===== src/pmpc_pkg.sv =====
// ============================================================================
// PID motor position controller package
// Shared types, widths, register indexes and reset values for the controller.
// ============================================================================
`default_nettype none

package pmpc_pkg;

    // Field and datapath widths.
    localparam int unsigned CFG_IDX_W  = 3;
    localparam int unsigned CFG_DATA_W = 32;
    localparam int unsigned POS_W      = 32;
    localparam int unsigned VEL_W      = 8;
    localparam int unsigned GAIN_W     = 16;
    localparam int unsigned PRESC_W    = 8;
    localparam int unsigned GUARD_W    = 24;
    localparam int unsigned INTEG_W    = 25;
    localparam int unsigned DERIV_W    = 33;
    localparam int unsigned ACC_W      = 34;
    localparam int unsigned PLIM_W     = 32;
    localparam int unsigned P_PROD_W   = 48;
    localparam int unsigned I_PROD_W   = 41;
    localparam int unsigned D_PROD_W   = 49;
    localparam int unsigned SUM_W      = 51;
    localparam int unsigned DRIVE_W    = 17;
    localparam int unsigned MATCH_W    = 16;

    // Configuration register indexes.
    localparam logic [CFG_IDX_W-1:0] CFG_IDX_PGAIN   = 3'd0;
    localparam logic [CFG_IDX_W-1:0] CFG_IDX_IGAIN   = 3'd1;
    localparam logic [CFG_IDX_W-1:0] CFG_IDX_DGAIN   = 3'd2;
    localparam logic [CFG_IDX_W-1:0] CFG_IDX_PRESC   = 3'd3;
    localparam logic [CFG_IDX_W-1:0] CFG_IDX_PGUARD  = 3'd4;
    localparam logic [CFG_IDX_W-1:0] CFG_IDX_IGUARD  = 3'd5;
    localparam logic [CFG_IDX_W-1:0] CFG_IDX_PWM_LIM = 3'd6;

    // Register values after reset.
    localparam logic signed [GAIN_W-1:0] RST_PGAIN     = 16'sd80;
    localparam logic signed [GAIN_W-1:0] RST_IGAIN     = 16'sd0;
    localparam logic signed [GAIN_W-1:0] RST_DGAIN     = 16'sd0;
    localparam logic [PRESC_W-1:0]       RST_PRESC     = 8'd20;
    localparam logic [GUARD_W-1:0]       RST_PGUARD    = 24'd2400;
    localparam logic [GUARD_W-1:0]       RST_IGUARD    = 24'd960;
    localparam logic [PLIM_W-1:0]        RST_PWM_LIMIT = 32'd9600;

    typedef enum logic [1:0] {
        DIR_BRAKE   = 2'd0,
        DIR_FORWARD = 2'd1,
        DIR_REVERSE = 2'd2
    } dir_t;

    typedef struct packed {
        logic signed [POS_W-1:0] measured_position;
        logic signed [VEL_W-1:0] requested_velocity;
        logic                    resync;
    } in_item_t;

    typedef struct packed {
        logic signed [DRIVE_W-1:0] drive_width;
        dir_t                      direction;
        logic [MATCH_W-1:0]        match_value;
        logic signed [POS_W-1:0]   position_error;
    } out_item_t;

    // Current configuration; pwm_limit is zero-extended from its stored width.
    typedef struct packed {
        logic signed [GAIN_W-1:0] proportional_gain;
        logic signed [GAIN_W-1:0] integral_gain;
        logic signed [GAIN_W-1:0] derivative_gain;
        logic [PRESC_W-1:0]       velocity_prescaler;
        logic [GUARD_W-1:0]       position_guard;
        logic [GUARD_W-1:0]       integral_guard;
        logic [PLIM_W-1:0]        pwm_limit;
    } cfg_t;

    typedef struct packed {
        logic signed [POS_W-1:0]   err;
        logic signed [INTEG_W-1:0] integral;
        logic signed [DERIV_W-1:0] deriv;
    } err_stage_t;

    typedef struct packed {
        logic signed [P_PROD_W-1:0] p_term;
        logic signed [I_PROD_W-1:0] i_term;
        logic signed [D_PROD_W-1:0] d_term;
        logic signed [POS_W-1:0]    err;
    } prod_stage_t;

endpackage : pmpc_pkg

`default_nettype wire


===== src/pmpc_mult.sv =====
// ============================================================================
// PID controller multiplier stage
// Forms the P, I and D products and registers them.
// ============================================================================
`default_nettype none

module pmpc_mult
    import pmpc_pkg::*;
(
    input  wire logic       aclk,
    input  wire logic       aresetn,
    input  wire cfg_t       cfg,
    input  wire logic       in_valid,
    output logic            in_ready,
    input  wire err_stage_t in_item,
    output logic            out_valid,
    input  wire logic       out_ready,
    output prod_stage_t     out_item
);

    logic        b_valid_reg, b_valid_next;
    prod_stage_t b_item_reg, b_item_next;
    logic        fire;

    assign in_ready = !b_valid_reg || out_ready;
    assign fire     = in_valid && in_ready;

    always_comb begin
        b_item_next.p_term = P_PROD_W'(in_item.err) * P_PROD_W'(cfg.proportional_gain);
        b_item_next.i_term = I_PROD_W'(in_item.integral) * I_PROD_W'(cfg.integral_gain);
        b_item_next.d_term = D_PROD_W'(in_item.deriv) * D_PROD_W'(cfg.derivative_gain);
        b_item_next.err    = in_item.err;
    end

    always_comb begin
        b_valid_next = b_valid_reg;
        if (in_ready) begin
            b_valid_next = in_valid;
        end
    end

    always_ff @(posedge aclk) begin
        if (!aresetn) begin
            b_valid_reg <= 1'b0;
        end else begin
            b_valid_reg <= b_valid_next;
        end
    end

    always_ff @(posedge aclk) begin
        if (fire) begin
            b_item_reg <= b_item_next;
        end
    end

    assign out_valid = b_valid_reg;
    assign out_item  = b_item_reg;

endmodule : pmpc_mult

`default_nettype wire


===== config.mk =====
export PLATFORM = sky130hd
export DESIGN_NAME = pmpc_mult
export DESIGN_NICKNAME = d
export VERILOG_FILES = /design/src/pmpc_pkg.sv /design/src/pmpc_mult.sv
export SDC_FILE = /design/constraint.sdc
export NUM_CORES = 2
export LEC_CHECK = 0
export BUFFER_PORTS_ARGS = -buffer_cell sky130_fd_sc_hd__buf_2
export CELL_PAD_IN_SITES_DETAIL_PLACEMENT = 1
export CELL_PAD_IN_SITES_GLOBAL_PLACEMENT = 1
export CORE_ASPECT_RATIO = 0.6
export CORE_MARGIN = 2
export CORE_UTILIZATION = 36
export DETAILED_ROUTE_END_ITERATION = 16
export PLACE_DENSITY_LB_ADDON = 0.1
export SYNTH_ARGS = -nofsm -noshare
export SYNTH_HDL_FRONTEND = slang
export SYNTH_SLANG_ARGS = --single-unit

===== constraint.sdc =====
create_clock -name aclk -period 8.3 [get_ports aclk]
set_clock_uncertainty 0.1 [all_clocks]
set_input_delay 1.66 -clock aclk [delete_from_list [all_inputs] [get_ports aclk]]
set_output_delay 1.66 -clock aclk [all_outputs]
set_load 0.05 [all_outputs]

==> After elaboration in Yosys (flattened, before gate mapping) <==
Cells that the tools add are included.
{ "totals": {"reg_bits": 171, "latch_bits": 0, "ram_bits": 0, "mem_bits_ro": 0, "in_bits": 230, "output_inout_bits": 172, "elab_cells": 11, "memories": 0} }
{ "op_classes": {"add_sub_neg": 0, "multipliers": 3, "div": 0, "order_cmp": 0, "n_eq_ne": 0, "shifts": 0, "n_mux": 0, "bitwise": 0, "n_reduce_logical": 3} }
{ "op_table": {"columns": ["cell", "n"], "rows": [
  ["$mul A33 B16 Y49", 1],
  ["$mul A32 B16 Y48", 1],
  ["$mul A25 B16 Y41", 1],
  ["$logic_and A1 B1 Y1", 1],
  ["$logic_not A1 Y1", 1],
  ["$logic_or A1 B1 Y1", 1]
]} }

==> Longest topological paths before layout <==
{ "depth": {"ltp_word": 3, "mapped_depth": 25} }

==> Worst setup path after synthesis <==
No wires, ideal clock.
{ "synth_timing": {"kind": "input -> register", "start": "input port cfg[111] (netlist name)", "end": "register b_item_reg, in the netlist out_item[110], data pin", "arrival_ns": 7.186, "setup_slack_ns": 0.749, "stages": 23, "path_buffers": 2, "path_cell_list": "clkbuf_1 clkbuf_1 nand2_1 fa_1 inv_1 fa_1 inv_1 fa_1 inv_1 fa_1 fa_1 inv_1 fa_1 inv_1 ha_1 a21oi_1 o21ai_0 or3_1 o21ai_1 o21ai_0 a221oi_1 nand3b_1 nand3_1"} }
{ "synth_rtl": {"columns": ["item", "line_no", "source"], "rows": [
  ["start, declared", "pmpc_mult.sv:12", "input wire cfg_t cfg,"],
  ["end signal, assigned", "pmpc_mult.sv:52", "b_item_reg <= b_item_next;"],
  ["end, declared", "pmpc_mult.sv:22", "prod_stage_t b_item_reg, b_item_next;"]
]} }

==> flow_metrics.tcl <==
set metrics [dict create \
    crit_type "in -> reg" \
    synthSimpleGateAreaFrac_pct 14.9 \
    die_h_um 309 \
    grt_max_degree 96 \
    grt_first_pass_wirelength_um 289000 \
    vias 40400 \
    crit_path_end_kind "flip-flop" \
    rrSetupSlack_ns 6.13 \
    hold_buffers 0 \
    placed_cells 8366 \
    status "completed" \
    drtIter0Drc 2258 \
    io-pin-count 402 \
    cts-root-buf "clkbuf_16" \
    drive_gt1_share_pct 11.4 \
    hold-path-cell-count 2 \
    synth_xor_area_share_pct 2.19 \
    ctsResizeCount 0 \
    gp_congestion 0.853 \
    rows 111 \
    htreeDepth 4 \
    cts_setup_buffers 0 \
    synth_compound_area_share_pct 4.82 \
    wl_um 185000 \
    synthesis.area_um2 55700 \
    placed_cell_area_um2 62000 \
    holdWs_ns 0.457 \
    crit_chain "buf_2 > buf_12 > buf_4 > and2_1 > fa_1 > inv_1 > fa_1 > inv_1 > fa_1 > inv_1 > fa_1 > fa_1 > fa_1 > inv_1 > ha_1 > a21oi_1 > o21ai_0 > a21o_1 > a2111oi_0 > buf_4 > o21a_1 > o31ai_2 > and2_1 > a311oi_1" \
    cts_inserted_buffers 25 \
    worst_ep_required_time_ns 8.56 \
    clockBufferDepth 3 \
    reg2reg_depth 3 \
    track_usage_pct 24.4 \
    path_max_fanout 5 \
    routed_via_density 4.81 \
    hold_viol_final 0 \
    start_util_pct 36.3 \
    synthCells 5910 \
    grt_remaining_overflow 0 \
    synthFlopType "edfxtp_1" \
    ant_nets 0 \
    report.final.slew_viol_count 0 \
    port_buffers 313 \
    period_minus_slack_ns 7.84 \
    max_freq_mhz 128 \
    syn_avg_cell_area_um2 9.42 \
    clk_latency_ns 0.57 \
    syn2layout_area_growth_pct 12.6 \
    hpwl_um 158000 \
    hp-class "reg -> reg" \
    rsz0062_at_grt "no" \
    relSlewSlack_pct 38.1 \
    cts_tree "done" \
    fin_area_um2 62700 \
    muxShareOfSynthArea_pct 0.0360 \
    chipWidth_um 512 \
    synthArstFlopShare_pct 0 \
    dp_slack_ns -0.0570 \
    clk_pin_slew_ns 0.09 \
    cts_sinks 171 \
    yosys.area_share.adder_pct 56.8 \
    synth-edff-count 170 \
    max_slew.worst_pin.slew_ns 0.923 \
    dr.pass1.iters 5 \
    final_cells 8401 \
    min-delay-start "out_valid" \
    wl_per_cell_um 22.0 \
    synthDistinctLibCells 79 \
    setup_viol 0 \
    worst_r2r_endpoint "out_item[159]" \
    synth.ff_latch_count 171 \
    worstReg2RegStart "out_valid" \
    ys_warn_count 0 \
    crit_path_start_kind "input pin" \
    drcViolationCount 0 \
    dieArea_um2 158000 \
    cp_slowest_cell "fa_1" \
    antenna_found_initial 6 \
    maxCapViolCount 0 \
    crit_top_cell "fa_1" \
    nets 8293 \
    fin_ws_ns 0.458 \
    syn-num-nets 7844 \
    finalCritPeriodShare_pct 94.5 \
    grt_pass1_vias 45000 \
    slowest_delay_ns 0.66 \
    ys_seq_area_share_pct 9.21 \
    synth_top_family_by_area "adder cells" \
    crit_arrival_ns 8.10 \
    whs_endpoint "out_valid" \
    core_region_area_um2 153000 \
]
==> how the worst max path moves through the flow <==
stage	from	endpoint	slack [ns]	cells after the start
2_1_floorplan	cfg[111]	out_item[110]	0.75	23
3_3_place_gp	cfg[93]	out_item[80]	0.02	20
3_5_place_dp	cfg[89]	out_item[80]	-0.06	27
4_1_cts	cfg[89]	out_item[80]	0.52	27
5_1_grt	cfg[89]	out_item[80]	0.21	24
6_report	cfg[89]	out_item[80]	0.46	24
==> logic make-up after synthesis <==
family          after synthesis
mux                           2
flops                       171
compound gates              389
simple gates               1728
xor+xnor                    139
fa+ha+maj                  1704
buf+inv                    1777
==> synth_stat cells (all sizes together), types with 14 or more instances <==
master | count | share of area [%]
o21bai | 19 | 0.26
and3 | 16 | 0.18
xor2 | 40 | 0.63
a21o | 48 | 0.65
nor2b | 14 | 0.16
a31oi | 17 | 0.28
inv | 1537 | 10
fa | 1374 | 49
nand2 | 853 | 5.8
clkbuf | 235 | 1.6
ha | 330 | 7.4
nand3 | 24 | 0.22
edfxtp | 170 | 9.2
nand2b | 39 | 0.44
nor2 | 137 | 0.92
o21a | 23 | 0.31
a211oi | 17 | 0.24
o21ai | 72 | 0.69
a21oi | 120 | 1.1
xnor2 | 99 | 1.6
and2 | 575 | 6.5
nor3 | 20 | 0.18
==> layout by cell type (no fill, tap or decap), drive strengths merged, types with 12 or more instances in the layout <==
cell,Yosys,layout
nand2b,39,39
o211ai,12,12
and2,575,575
nor3,20,20
a21o,48,48
a21oi,120,120
xor2,40,40
ha,330,330
nand3,24,24
buf,4,661
nor2,137,137
and3,16,16
edfxtp,170,170
o21bai,19,19
o21ai,72,72
fa,1374,1374
clkbuf,235,26
nor2b,14,14
a31oi,17,17
a211oi,17,17
o21a,23,23
inv,1537,1537
xnor2,99,99
nand4,13,13
nand2,853,853
==> critical path: cells and delay by family <==
kind            cells  cell delay, ns
buf+inv             8            0.95
compound gates      7            1.46
fa+ha+maj           7            3.62
simple gates        2            0.39
==> state kept, by name, indices dropped and copies added (netlist names) <==
| register | flops |
|---|---|
| out_valid | 1 |
| out_item | 170 |
==> layer usage <==
| metal | routed length, um | global-route usage (%) | vias up |
|---|---|---|---|
| met4 | 2570 | 3.68 | 0 |
| met2 | 73200 | 33.3 | 849 |
| met1 | 98800 | 40.0 | 21300 |
| met3 | 10200 | 4.16 | 103 |
| met5 | 0 | 0 | - |
| li1 | - | - | 18100 |
==> stage by stage <==
stage,utilization (%),TNS (ns)
final,40.9,0
after global routing,40.9,0
after CTS,40.9,0
after detailed placement,40.4,-0.137
after global placement,40.4,0
after floorplan,-,0
==> area by class of cell <==
cell class | instances | area (um^2)
inverter | 1538 | 5770
multi-input combinational | 3962 | 43900
sequential | 171 | 5120
tap | 2034 | 2540
timing repair buffer | 661 | 4640
clock inverter | 6 | 85.1
fill | 17600 | 90500
antenna | 3 | 7.51
clock buffer | 26 | 629
Power is not shown: default switching activity piles up to over one toggle a cycle in this logic, so the estimate is an artifact.
