--- config.mk ---
export PLATFORM = sky130hd
export DESIGN_NAME = pmpc_sum_sat
export DESIGN_NICKNAME = d
export VERILOG_FILES = /design/src/pmpc_pkg.sv /design/src/pmpc_sum_sat.sv
export SDC_FILE = /design/constraint.sdc
export NUM_CORES = 1
export LEC_CHECK = 0
export BUFFER_PORTS_ARGS = -buffer_cell sky130_fd_sc_hd__buf_4
export CORE_MARGIN = 5
export CORE_UTILIZATION = 50
export DETAILED_ROUTE_END_ITERATION = 8
export PLACE_DENSITY = 0.8
export SLEW_MARGIN = 10
export SYNTH_ARGS = -nofsm -noshare
export SYNTH_HDL_FRONTEND = slang
export SYNTH_SLANG_ARGS = --single-unit
--- constraint.sdc ---
create_clock -name aclk -period 8.4 [get_ports aclk]
set_input_delay 0 -clock aclk [delete_from_list [all_inputs] [get_ports aclk]]
set_output_delay 0 -clock aclk [all_outputs]
set_load 0.005 [all_outputs]
--- src/pmpc_pkg.sv ---
// ============================================================================
// PID motor position controller package
// Shared types, widths, register indexes and reset values for the controller.
// ============================================================================
`default_nettype none

package pmpc_pkg;

    // Field and datapath widths.
    localparam int unsigned CFG_IDX_W  = 3;
    localparam int unsigned CFG_DATA_W = 32;
    localparam int unsigned POS_W      = 32;
    localparam int unsigned VEL_W      = 8;
    localparam int unsigned GAIN_W     = 16;
    localparam int unsigned PRESC_W    = 8;
    localparam int unsigned GUARD_W    = 24;
    localparam int unsigned INTEG_W    = 25;
    localparam int unsigned DERIV_W    = 33;
    localparam int unsigned ACC_W      = 34;
    localparam int unsigned PLIM_W     = 32;
    localparam int unsigned P_PROD_W   = 48;
    localparam int unsigned I_PROD_W   = 41;
    localparam int unsigned D_PROD_W   = 49;
    localparam int unsigned SUM_W      = 51;
    localparam int unsigned DRIVE_W    = 17;
    localparam int unsigned MATCH_W    = 16;

    // Configuration register indexes.
    localparam logic [CFG_IDX_W-1:0] CFG_IDX_PGAIN   = 3'd0;
    localparam logic [CFG_IDX_W-1:0] CFG_IDX_IGAIN   = 3'd1;
    localparam logic [CFG_IDX_W-1:0] CFG_IDX_DGAIN   = 3'd2;
    localparam logic [CFG_IDX_W-1:0] CFG_IDX_PRESC   = 3'd3;
    localparam logic [CFG_IDX_W-1:0] CFG_IDX_PGUARD  = 3'd4;
    localparam logic [CFG_IDX_W-1:0] CFG_IDX_IGUARD  = 3'd5;
    localparam logic [CFG_IDX_W-1:0] CFG_IDX_PWM_LIM = 3'd6;

    // Register values after reset.
    localparam logic signed [GAIN_W-1:0] RST_PGAIN     = 16'sd80;
    localparam logic signed [GAIN_W-1:0] RST_IGAIN     = 16'sd0;
    localparam logic signed [GAIN_W-1:0] RST_DGAIN     = 16'sd0;
    localparam logic [PRESC_W-1:0]       RST_PRESC     = 8'd20;
    localparam logic [GUARD_W-1:0]       RST_PGUARD    = 24'd2400;
    localparam logic [GUARD_W-1:0]       RST_IGUARD    = 24'd960;
    localparam logic [PLIM_W-1:0]        RST_PWM_LIMIT = 32'd9600;

    typedef enum logic [1:0] {
        DIR_BRAKE   = 2'd0,
        DIR_FORWARD = 2'd1,
        DIR_REVERSE = 2'd2
    } dir_t;

    typedef struct packed {
        logic signed [POS_W-1:0] measured_position;
        logic signed [VEL_W-1:0] requested_velocity;
        logic                    resync;
    } in_item_t;

    typedef struct packed {
        logic signed [DRIVE_W-1:0] drive_width;
        dir_t                      direction;
        logic [MATCH_W-1:0]        match_value;
        logic signed [POS_W-1:0]   position_error;
    } out_item_t;

    // Current configuration; pwm_limit is zero-extended from its stored width.
    typedef struct packed {
        logic signed [GAIN_W-1:0] proportional_gain;
        logic signed [GAIN_W-1:0] integral_gain;
        logic signed [GAIN_W-1:0] derivative_gain;
        logic [PRESC_W-1:0]       velocity_prescaler;
        logic [GUARD_W-1:0]       position_guard;
        logic [GUARD_W-1:0]       integral_guard;
        logic [PLIM_W-1:0]        pwm_limit;
    } cfg_t;

    typedef struct packed {
        logic signed [POS_W-1:0]   err;
        logic signed [INTEG_W-1:0] integral;
        logic signed [DERIV_W-1:0] deriv;
    } err_stage_t;

    typedef struct packed {
        logic signed [P_PROD_W-1:0] p_term;
        logic signed [I_PROD_W-1:0] i_term;
        logic signed [D_PROD_W-1:0] d_term;
        logic signed [POS_W-1:0]    err;
    } prod_stage_t;

endpackage : pmpc_pkg

`default_nettype wire

--- src/pmpc_sum_sat.sv ---
// ============================================================================
// PID controller sum and output stage
// Adds the three terms, then saturates to the PWM limit and forms the
// drive width, bridge direction and compare value in the result register.
// ============================================================================
`default_nettype none

module pmpc_sum_sat
    import pmpc_pkg::*;
(
    input  wire logic        aclk,
    input  wire logic        aresetn,
    input  wire cfg_t        cfg,
    input  wire logic        in_valid,
    output logic             in_ready,
    input  wire prod_stage_t in_item,
    output logic             out_valid,
    input  wire logic        out_ready,
    output out_item_t        out_item
);

    logic                    c_valid_reg, c_valid_next;
    logic signed [SUM_W-1:0] sum_reg, sum_next;
    logic signed [POS_W-1:0] c_err_reg;
    logic                    o_valid_reg, o_valid_next;
    out_item_t               o_item_reg, o_item_next;

    logic                    c_ready;
    logic                    c_fire;
    logic                    o_fire;
    logic signed [SUM_W-1:0] lim;
    logic signed [SUM_W-1:0] sat;
    logic signed [SUM_W-1:0] match_wide;

    assign o_fire   = c_valid_reg && c_ready;
    assign c_ready  = !o_valid_reg || out_ready;
    assign in_ready = !c_valid_reg || c_ready;
    assign c_fire   = in_valid && in_ready;

    always_comb begin
        sum_next = SUM_W'(in_item.p_term) + SUM_W'(in_item.i_term) + SUM_W'(in_item.d_term);
    end

    always_comb begin
        lim = $signed(SUM_W'(cfg.pwm_limit));
        if (sum_reg > lim) begin
            sat = lim;
        end else if (sum_reg < -lim) begin
            sat = -lim;
        end else begin
            sat = sum_reg;
        end

        if (sat > 0) begin
            o_item_next.direction = DIR_FORWARD;
            match_wide            = lim - sat;
        end else if (sat < 0) begin
            o_item_next.direction = DIR_REVERSE;
            match_wide            = -sat;
        end else begin
            o_item_next.direction = DIR_BRAKE;
            match_wide            = '0;
        end

        o_item_next.drive_width    = sat[DRIVE_W-1:0];
        o_item_next.match_value    = match_wide[MATCH_W-1:0];
        o_item_next.position_error = c_err_reg;
    end

    always_comb begin
        c_valid_next = c_valid_reg;
        o_valid_next = o_valid_reg;
        if (in_ready) begin
            c_valid_next = in_valid;
        end
        if (c_ready) begin
            o_valid_next = c_valid_reg;
        end
    end

    always_ff @(posedge aclk) begin
        if (!aresetn) begin
            c_valid_reg <= 1'b0;
            o_valid_reg <= 1'b0;
        end else begin
            c_valid_reg <= c_valid_next;
            o_valid_reg <= o_valid_next;
        end
    end

    always_ff @(posedge aclk) begin
        if (c_fire) begin
            sum_reg   <= sum_next;
            c_err_reg <= in_item.err;
        end
        if (o_fire) begin
            o_item_reg <= o_item_next;
        end
    end

    assign out_valid = o_valid_reg;
    assign out_item  = o_item_reg;

endmodule : pmpc_sum_sat

`default_nettype wire

Word-level counts from Yosys, hierarchy flattened
Cells that the tools add are included.
- bits in registers: 152
- output and inout bits: 69
- logic and storage cells: 28
- add/sub/neg operators: 5
- mux-type cells: 5
- $lt $le $gt $ge: 4
- reductions and logical operators: 6
- operators with widths (cell ; count):
    51-bit two-way mux ; 2
    51-bit by 1-bit greater-than comparator with 1-bit output, second input constant ; 1
    51-bit by 33-bit greater-than comparator with 1-bit output ; 1
    51-bit by 1-bit less-than comparator with 1-bit output, second input constant ; 1
    51-bit less-than comparator ; 1
    32-bit negation with 51-bit output ; 1
    49-bit by 49-bit adder with 50-bit output ; 1
    48-bit by 41-bit adder with 49-bit output ; 1
    16-bit two-way mux ; 2
    16-bit negation ; 1
    16-bit subtractor ; 1
    1-bit logical AND ; 2
    1-bit zero test ; 2
    1-bit logical OR ; 2
    2-bit two-way mux ; 1

Longest topological paths before layout
Gate-level depths: netlist of run 1.
- depth after elaboration: 7
- gate-level depth with buffers: 35

Worst setup path after synthesis of run 1
No wires, ideal clock.
- path kind: input to register
- from: in cfg[1] (netlist name)
- to: reg o_item_reg (netlist bit out_item[46]) (data pin)
- path slack: 1576 ps
- arrival time: 6555 ps
- stages: 34
- cell sequence: inv_1 > ha_1 > nor3b_1 > nand2_1 > nor4_1 > and2_0 > nand2b_1 > or3_1 > nor2_1 > xnor2_1 > ha_1 > a21o_1 > nand3_1 > a21oi_1 > o31a_1 > or3_1 > buf_2 > nand2_2 > buf_1 > clkbuf_1 > nand2_1 > o21ai_0 > ha_1 > inv_1 > ha_1 > inv_1 > o41a_1 > o22ai_2 > a2111oi_0 > a311oi_1 > a21oi_1 > o21ai_1 > xnor2_1 > o22ai_1
- RTL lines (item ; line ; RTL):
    start, declared ; pmpc_sum_sat.sv:13 ; input wire cfg_t cfg,
    end signal, assigned ; pmpc_sum_sat.sv:97 ; o_item_reg <= o_item_next;
    end, declared ; pmpc_sum_sat.sv:26 ; out_item_t o_item_reg, o_item_next;

Final worst setup path of run 1
- from: in cfg[2] (netlist name)
- to: reg o_item_reg (netlist bit out_item[44]) (data pin)
- cells in the longest elaborated chain, start to end: 7
- elaborated cells on any way between the ends: 11
- ends and longest elaborated chain (item ; line ; RTL):
    32-bit negation with 51-bit output ; pmpc_sum_sat.sv:48, pmpc_sum_sat.sv:49 ;
    51-bit less-than comparator ; pmpc_sum_sat.sv:48 ; end else if (sum_reg < -lim) begin
    51-bit two-way mux ; pmpc_sum_sat.sv:48 ;
    51-bit two-way mux ; pmpc_sum_sat.sv:46 ; if (sum_reg > lim) begin
    51-bit by 1-bit less-than comparator with 1-bit output or 16-bit negation (tied branches) ; pmpc_sum_sat.sv:57, pmpc_sum_sat.sv:59 ;
    16-bit two-way mux ; pmpc_sum_sat.sv:57 ; end else if (sat < 0) begin
    16-bit two-way mux (*) ; pmpc_sum_sat.sv:54 ; if (sat > 0) begin
    net match_wide[12] ; pmpc_sum_sat.sv:33 ; logic signed [SUM_W-1:0] match_wide;
Mark *: on every way through the listed nets, which the timed path passes. The rest lies on a longest branch.
A chain may end at the register's enable or synchronous reset.

==> metrics, run 1 <==
Synth Area in XOR/XNOR 0.0689; net count reported at finish about 2000; largest cells by area after synthesis edfxtp_1 35%, ha_1 13%, fa_1 7.9%; cell accounting for the most synthesized area edfxtp_1; post-layout util 0.644; Clock transition at path regs around 0.070 ns; Post-Synth Adder-Cell Area 0.216; WP data required between 8 and 9 ns; grt ovf 0; multi-input logic area 7780 um^2; Syn Nets roughly 1700; filler cell count 2056; Chip Height 169 um; crit path capture out_item[44]; r2r endpoint out_item[44]; I/O Buffers 274; initial antenna violation count 0; VDD IR max 0.134 mV; GRT Total Usage 0.233; crit start category primary input; r2r startpoint sum_reg[4]; ANT cells 0; post-cts sizing count 0; outcome finished, final reports clean; largest family of logic cells by synthesized area adder cells; hpwl dp 26900 um; max reg flops 67; CP startpoint cfg[2]; post-synthesis mux area share 0.00236; Die W 169 um; Fmax 0.132 GHz; complex-gate fraction of the synthesized area 0.174; Hold Vio Cnt, Final 0; TritonCTS buffer count 17; critical path's slowest cell dlygate4sd3_1; Area Overhead vs Synth 27.1%; routed vias between 10000 and 15000; total negative slack 0 ns; cts hold-fix bufs 38; number of synthesized flops with an enable pin between 100 and 150; drt drc 0; 1st-iter DRT viols 971; first-pass GRT wire length 54800 um; ys flop type edfxtp_1; worst min-delay path class primary input to flop; Setup Skew 0.0148 ns; Root Driver clkbuf_16; largest net degree at the start of global routing 83; most common library cell in the layout ignoring fill and taps buf_4; Routed WL per cell approximately 18 um; cell repeated most along the worst path a21oi_1; initial core utilization 0.506; total of max-cap violations 0; headroom to the max-slew limit 0.277; row count 58; Register Area approximately 4500 um^2; first drt pass iteration count 5; overall routed net length 33700 um; vias in the first global route 11000; Routed Antenna Nets 0; Routability Congestion ~0.87; Die ar. 28700 um^2; crit path kind primary input to flop; H-tree depth 4; Tcrit/Tclk final 0.899; RSZ-0062 raised after global routing no; Leak 6.91 nW; CTS tree done; Setup crit end kind flop; FF+latch count, synth 151; Synth Area per Inst 10.2 um^2; Final Setup Violations 0; cells on worst reg2reg path 23; Setup Buffers After CTS 0; reg-to-reg setup timing slack 2.91 ns; fraction of layout cells with a size suffix above 1 0.225; post-synth design cell area 12700 um^2; CP peak stage delay 0.54 ns; register area share after synthesis 0.355; Post-synth ARST share 0; most frequent cells in the layout 290 x buf_4, 149 x edfxtp_1, 137 x ha_1, 105 x a21oi_1, 80 x nand2_1; Ports 379; crit path max fanout 25; synthesized instance count between 1000 and 1500; Sink Count 151; post-synth top area share 0.352; Worst Path Arrival a little under 8 ns; Least-Margin Pin Slew 1.08 ns; simple-gate portion of the synthesized area 0.150; Unique masters post-synth 85; Core Area 25100 um^2; Tmin final ~7.5 ns; synth warn 0; Final Max Slew Viols 0; clk buf depth 2; clk_lat worst skew approximately 0.43 ns; P per Cell Area a little over 200 nW/um^2; vias per inst 5.76
-- layer usage --
metal  share of wire  track usage  up-vias  wire (um)
li1                -            -     5336          -
met1            0.44        0.326     5186      14800
met2            0.47        0.380      416      15900
met3           0.072       0.0314       44       2420
met4           0.020       0.0732        0        662
met5               0            0        -          0
-- final cells by class --
cell class | count | share of cell area
multi-input cells | 992 | 0.482
flip-flops and latches | 151 | 0.279
repair buffers | 328 | 0.158
clock buffers | 17 | 0.0263
well taps | 330 | 0.0256
inverters | 74 | 0.0172
clock inverters | 15 | 0.0117
-- stage by stage --
stage / power (mW) / hold slack, ns / instances / cell area (um^2) / setup slack (ns)
2_1_floorplan: 2.10 / 0.0989 / 1248 / 12700 / 1.58
3_3_place_gp: 2.49 / 0.179 / 1837 / 15200 / 1.08
3_5_place_dp: 2.53 / 0.180 / 1837 / 15200 / 0.977
4_1_cts: 3.34 / 0.0265 / 1907 / 16200 / 0.941
5_1_grt: 3.56 / 0.0595 / 1907 / 16200 / 0.188
6_report: 3.33 / 0.0440 / 1907 / 16200 / 0.852
-- cell usage after synthesis, types with 6 or more instances --
master / n
nand2_1: 80
nand3_1: 32
o21ai_0: 48
edfxtp_1: 149
o31ai_1: 6
nor4_1: 19
nand2b_1: 14
a211oi_1: 9
o211ai_1: 8
nor2_1: 77
o21bai_1: 6
inv_1: 72
clkbuf_1: 15
a31oi_1: 13
a21oi_1: 105
ha_1: 137
o21a_1: 17
fa_1: 50
buf_2: 6
xor2_1: 21
nor3_1: 41
a21o_1: 40
nor2b_1: 9
xnor2_1: 79
and3_1: 15
or2_2: 8
or3_1: 12
o22ai_1: 15
a21boi_0: 8
nand4_1: 31
-- worst max-delay path, delay by kind of cell --
family	cells	cell delay, ns
compound gates	12	2.81
xor+xnor	1	0.16
fa+ha+maj	2	0.51
buf+inv	4	1.26
simple gates	10	2.93
-- how the worst min path moves through the flow --
stage,slack [ns],from,cells past startpoint,endpoint
6_report,0.04,in_item[123],3,sum_reg[1]
5_1_grt,0.06,in_item[123],3,sum_reg[1]
4_1_cts,0.03,in_item[123],3,sum_reg[1]
3_5_place_dp,0.18,in_item[16],1,c_err_reg[16]
3_3_place_gp,0.18,in_item[18],1,c_err_reg[18]
2_1_floorplan,0.1,in_item[0],0,c_err_reg[0]
-- report_power, final --
group          internal, mW  switching (mW)
clock                 0.407           0.371
sequential             1.01          0.0921
combinational         0.656           0.796
total                  2.07            1.26
-- cell families after synthesis --
group / after synthesis
flip-flops: 151
XOR/XNOR: 100
AO/OA/AOI/OAI: 333
adder cells (fa/ha/maj): 190
multiplexers: 3
AND/OR/NAND/NOR: 366
buffers and inverters: 105
(Power assumes the default switching activity.)
==> run 2: changes to the inputs <==
--- a/config.mk
+++ b/config.mk
@@ -5,11 +5,11 @@
 export SDC_FILE = /design/constraint.sdc
 export NUM_CORES = 1
 export LEC_CHECK = 0
-export BUFFER_PORTS_ARGS = -buffer_cell sky130_fd_sc_hd__buf_4
 export CORE_MARGIN = 5
 export CORE_UTILIZATION = 50
 export DETAILED_ROUTE_END_ITERATION = 8
-export PLACE_DENSITY = 0.8
+export DONT_BUFFER_PORTS = 1
+export PLACE_DENSITY = 0.67
 export SLEW_MARGIN = 10
 export SYNTH_ARGS = -nofsm -noshare
 export SYNTH_HDL_FRONTEND = slang
==> run 2 against run 1 <==
Against the previous run: clock power is essentially flat; hold slack worse by 0.0036 ns; cell count down 14%; non-clock buffer count shrank 262; power is 4.5% lower; highest routed layer unchanged.
==> metrics, run 2 (same netlist as run 1, synthesis figures left out) <==
fraction of layout cells with a size suffix above 1 0.0616; clk_lat worst skew 0.44 ns; 1st-iter DRT viols around 670; Routability Congestion roughly 0.92; P_int 1.98 mW; hpwl dp ~25000 um; NetSw 1.20 mW; Leak 5.65 nW; CP peak stage delay between 0.5 and 0.6 ns; Comb pwr share 0.407; crit path kind primary input to flop; Fmax 0.143 GHz; headroom to the max-slew limit 0.305; crit path max fanout 10; vias in the first global route 9482; critical path's slowest cell o41a_1; routed vias 9741; Setup Skew roughly 0.024 ns; P per Cell Area 224 nW/um^2; WP data required around 8.5 ns; Routed Antenna Nets 0; outcome finished, final reports clean; Final Setup Violations 0; Placement Cell Area 13100 um^2; Hold Vio Cnt, Final 0; Clk pwr share 0.244; Overall Power ~3.2 mW; row count 58; drt drc 0; Die W between 150 and 200 um; Sink Count 151; total of max-cap violations 0; hold depth 3; grt ovf 0; H-tree depth 4; max reg flops 67; Flop pwr share 0.349; final instance area 14200 um^2; Least-Margin Pin Slew around 1.0 ns; fin cells about 1600; first-pass GRT wire length 49600 um; Final Max Slew Viols 0; most common library cell in the layout ignoring fill and taps edfxtp_1; first drt pass iteration count 5; crit start category primary input; Worst Path Arrival 7.13 ns; initial antenna violation count 0; placed insts about 1600; overall routed net length about 30000 um; TritonCTS buffer count 17; cell repeated most along the worst path ha_1; total negative slack 0 ns; Root Driver clkbuf_16; vias per inst ~6; post-cts sizing count 0; ANT cells 0; cells on worst reg2reg path 19; post-layout util 0.567; initial core utilization 0.506; Tcrit/Tclk final 0.832; Core Area 25100 um^2; Tmin final 6.99 ns; Chip Height 169 um; Area Overhead vs Synth 11.9%; VDD IR max ~0.15 mV; clk buf depth 2; Crit path depth 30; most frequent cells in the layout 149 x edfxtp_1, 137 x ha_1, 105 x a21oi_1, 80 x nand2_1, 79 x xnor2_1; worst min-delay path class primary input to flop; Bufs and invs on worst path 3; Setup Buffers After CTS 0; largest net degree at the start of global routing 83; Ports ~380; Routed WL per cell 18.8 um; GRT Total Usage 0.213; Die ar. 28700 um^2; Setup crit end kind flop; RSZ-0062 raised after global routing no; cts hold-fix bufs 50; Clock transition at path regs 0.07 ns; Net Sw Frac 0.377; CTS tree done; I/O Buffers 0; CP delay by family, top simple AND/OR/NAND/NOR gates; filler cell count approximately 2200; net count reported at finish 1799
-- run 2: worst paths after layout --
kind                 from            to  slack (ns)
max                cfg[1]  out_item[44]        1.41
min               cfg[13]  out_item[63]        0.04
min reg2reg  c_err_reg[7]   out_item[7]        0.42
max reg2reg   sum_reg[49]  out_item[44]        2.94
-- run 2: final cells by class --
class / instances / area, um^2 / area share
Clock buffer: 17 / 425 / 0.0299
Clock inverter: 15 / 199 / 0.0140
Inverter: 74 / 278 / 0.0195
Multi-Input combinational cell: 992 / 7780 / 0.547
Sequential cell: 151 / 4510 / 0.317
Tap cell: 330 / 413 / 0.0290
Timing Repair Buffer: 66 / 621 / 0.0436
-- run 2: per-layer routing --
| layer | track usage | part of all wire |
|---|---|---|
| met2 | 0.335 | 0.45 |
| met4 | 0.0518 | 0.013 |
| met3 | 0.0503 | 0.072 |
| met1 | 0.301 | 0.46 |
| met5 | 0 | 0 |
-- run 2: worst register-to-register path, cell delays in order, from the launching register on --
cell and delay, ns:
edfxtp_1 0.52, ha_1 0.48, nand4_1 0.18, and4bb_1 0.36, nand4_1 0.15, a211oi_2 0.26
o41a_1 0.55, nor3_1 0.17, nor3_1 0.40, o21ai_0 0.15, ha_1 0.24, inv_1 0.09
o41a_1 0.16, o22ai_2 0.13, a2111oi_0 0.50, a311oi_1 0.15, a21oi_1 0.30, o31ai_2 0.13
xnor2_1 0.15, o32ai_1 0.11
-- run 2: through the flow --
| stage | setup slack [ns] | hold WS (ns) |
|---|---|---|
| 6_report | 1.41 | 0.0404 |
| 5_1_grt | 0.824 | 0.0510 |
| 4_1_cts | 1.52 | 0.0131 |
| 3_5_place_dp | 1.10 | 0.0989 |
| 3_3_place_gp | 1.19 | 0.0989 |
| 2_1_floorplan | 1.58 | 0.0989 |
-- run 2: power by group through the flow --
stage | Combinational [mW] | Clock [mW] | Sequential (mW)
after floorplan | 1.01 | 0 | 1.08
after global placement | 1.24 | 0 | 1.12
after detailed placement | 1.26 | 0 | 1.13
after CTS | 1.29 | 0.794 | 1.11
after global routing | 1.46 | 0.831 | 1.12
final | 1.29 | 0.777 | 1.11
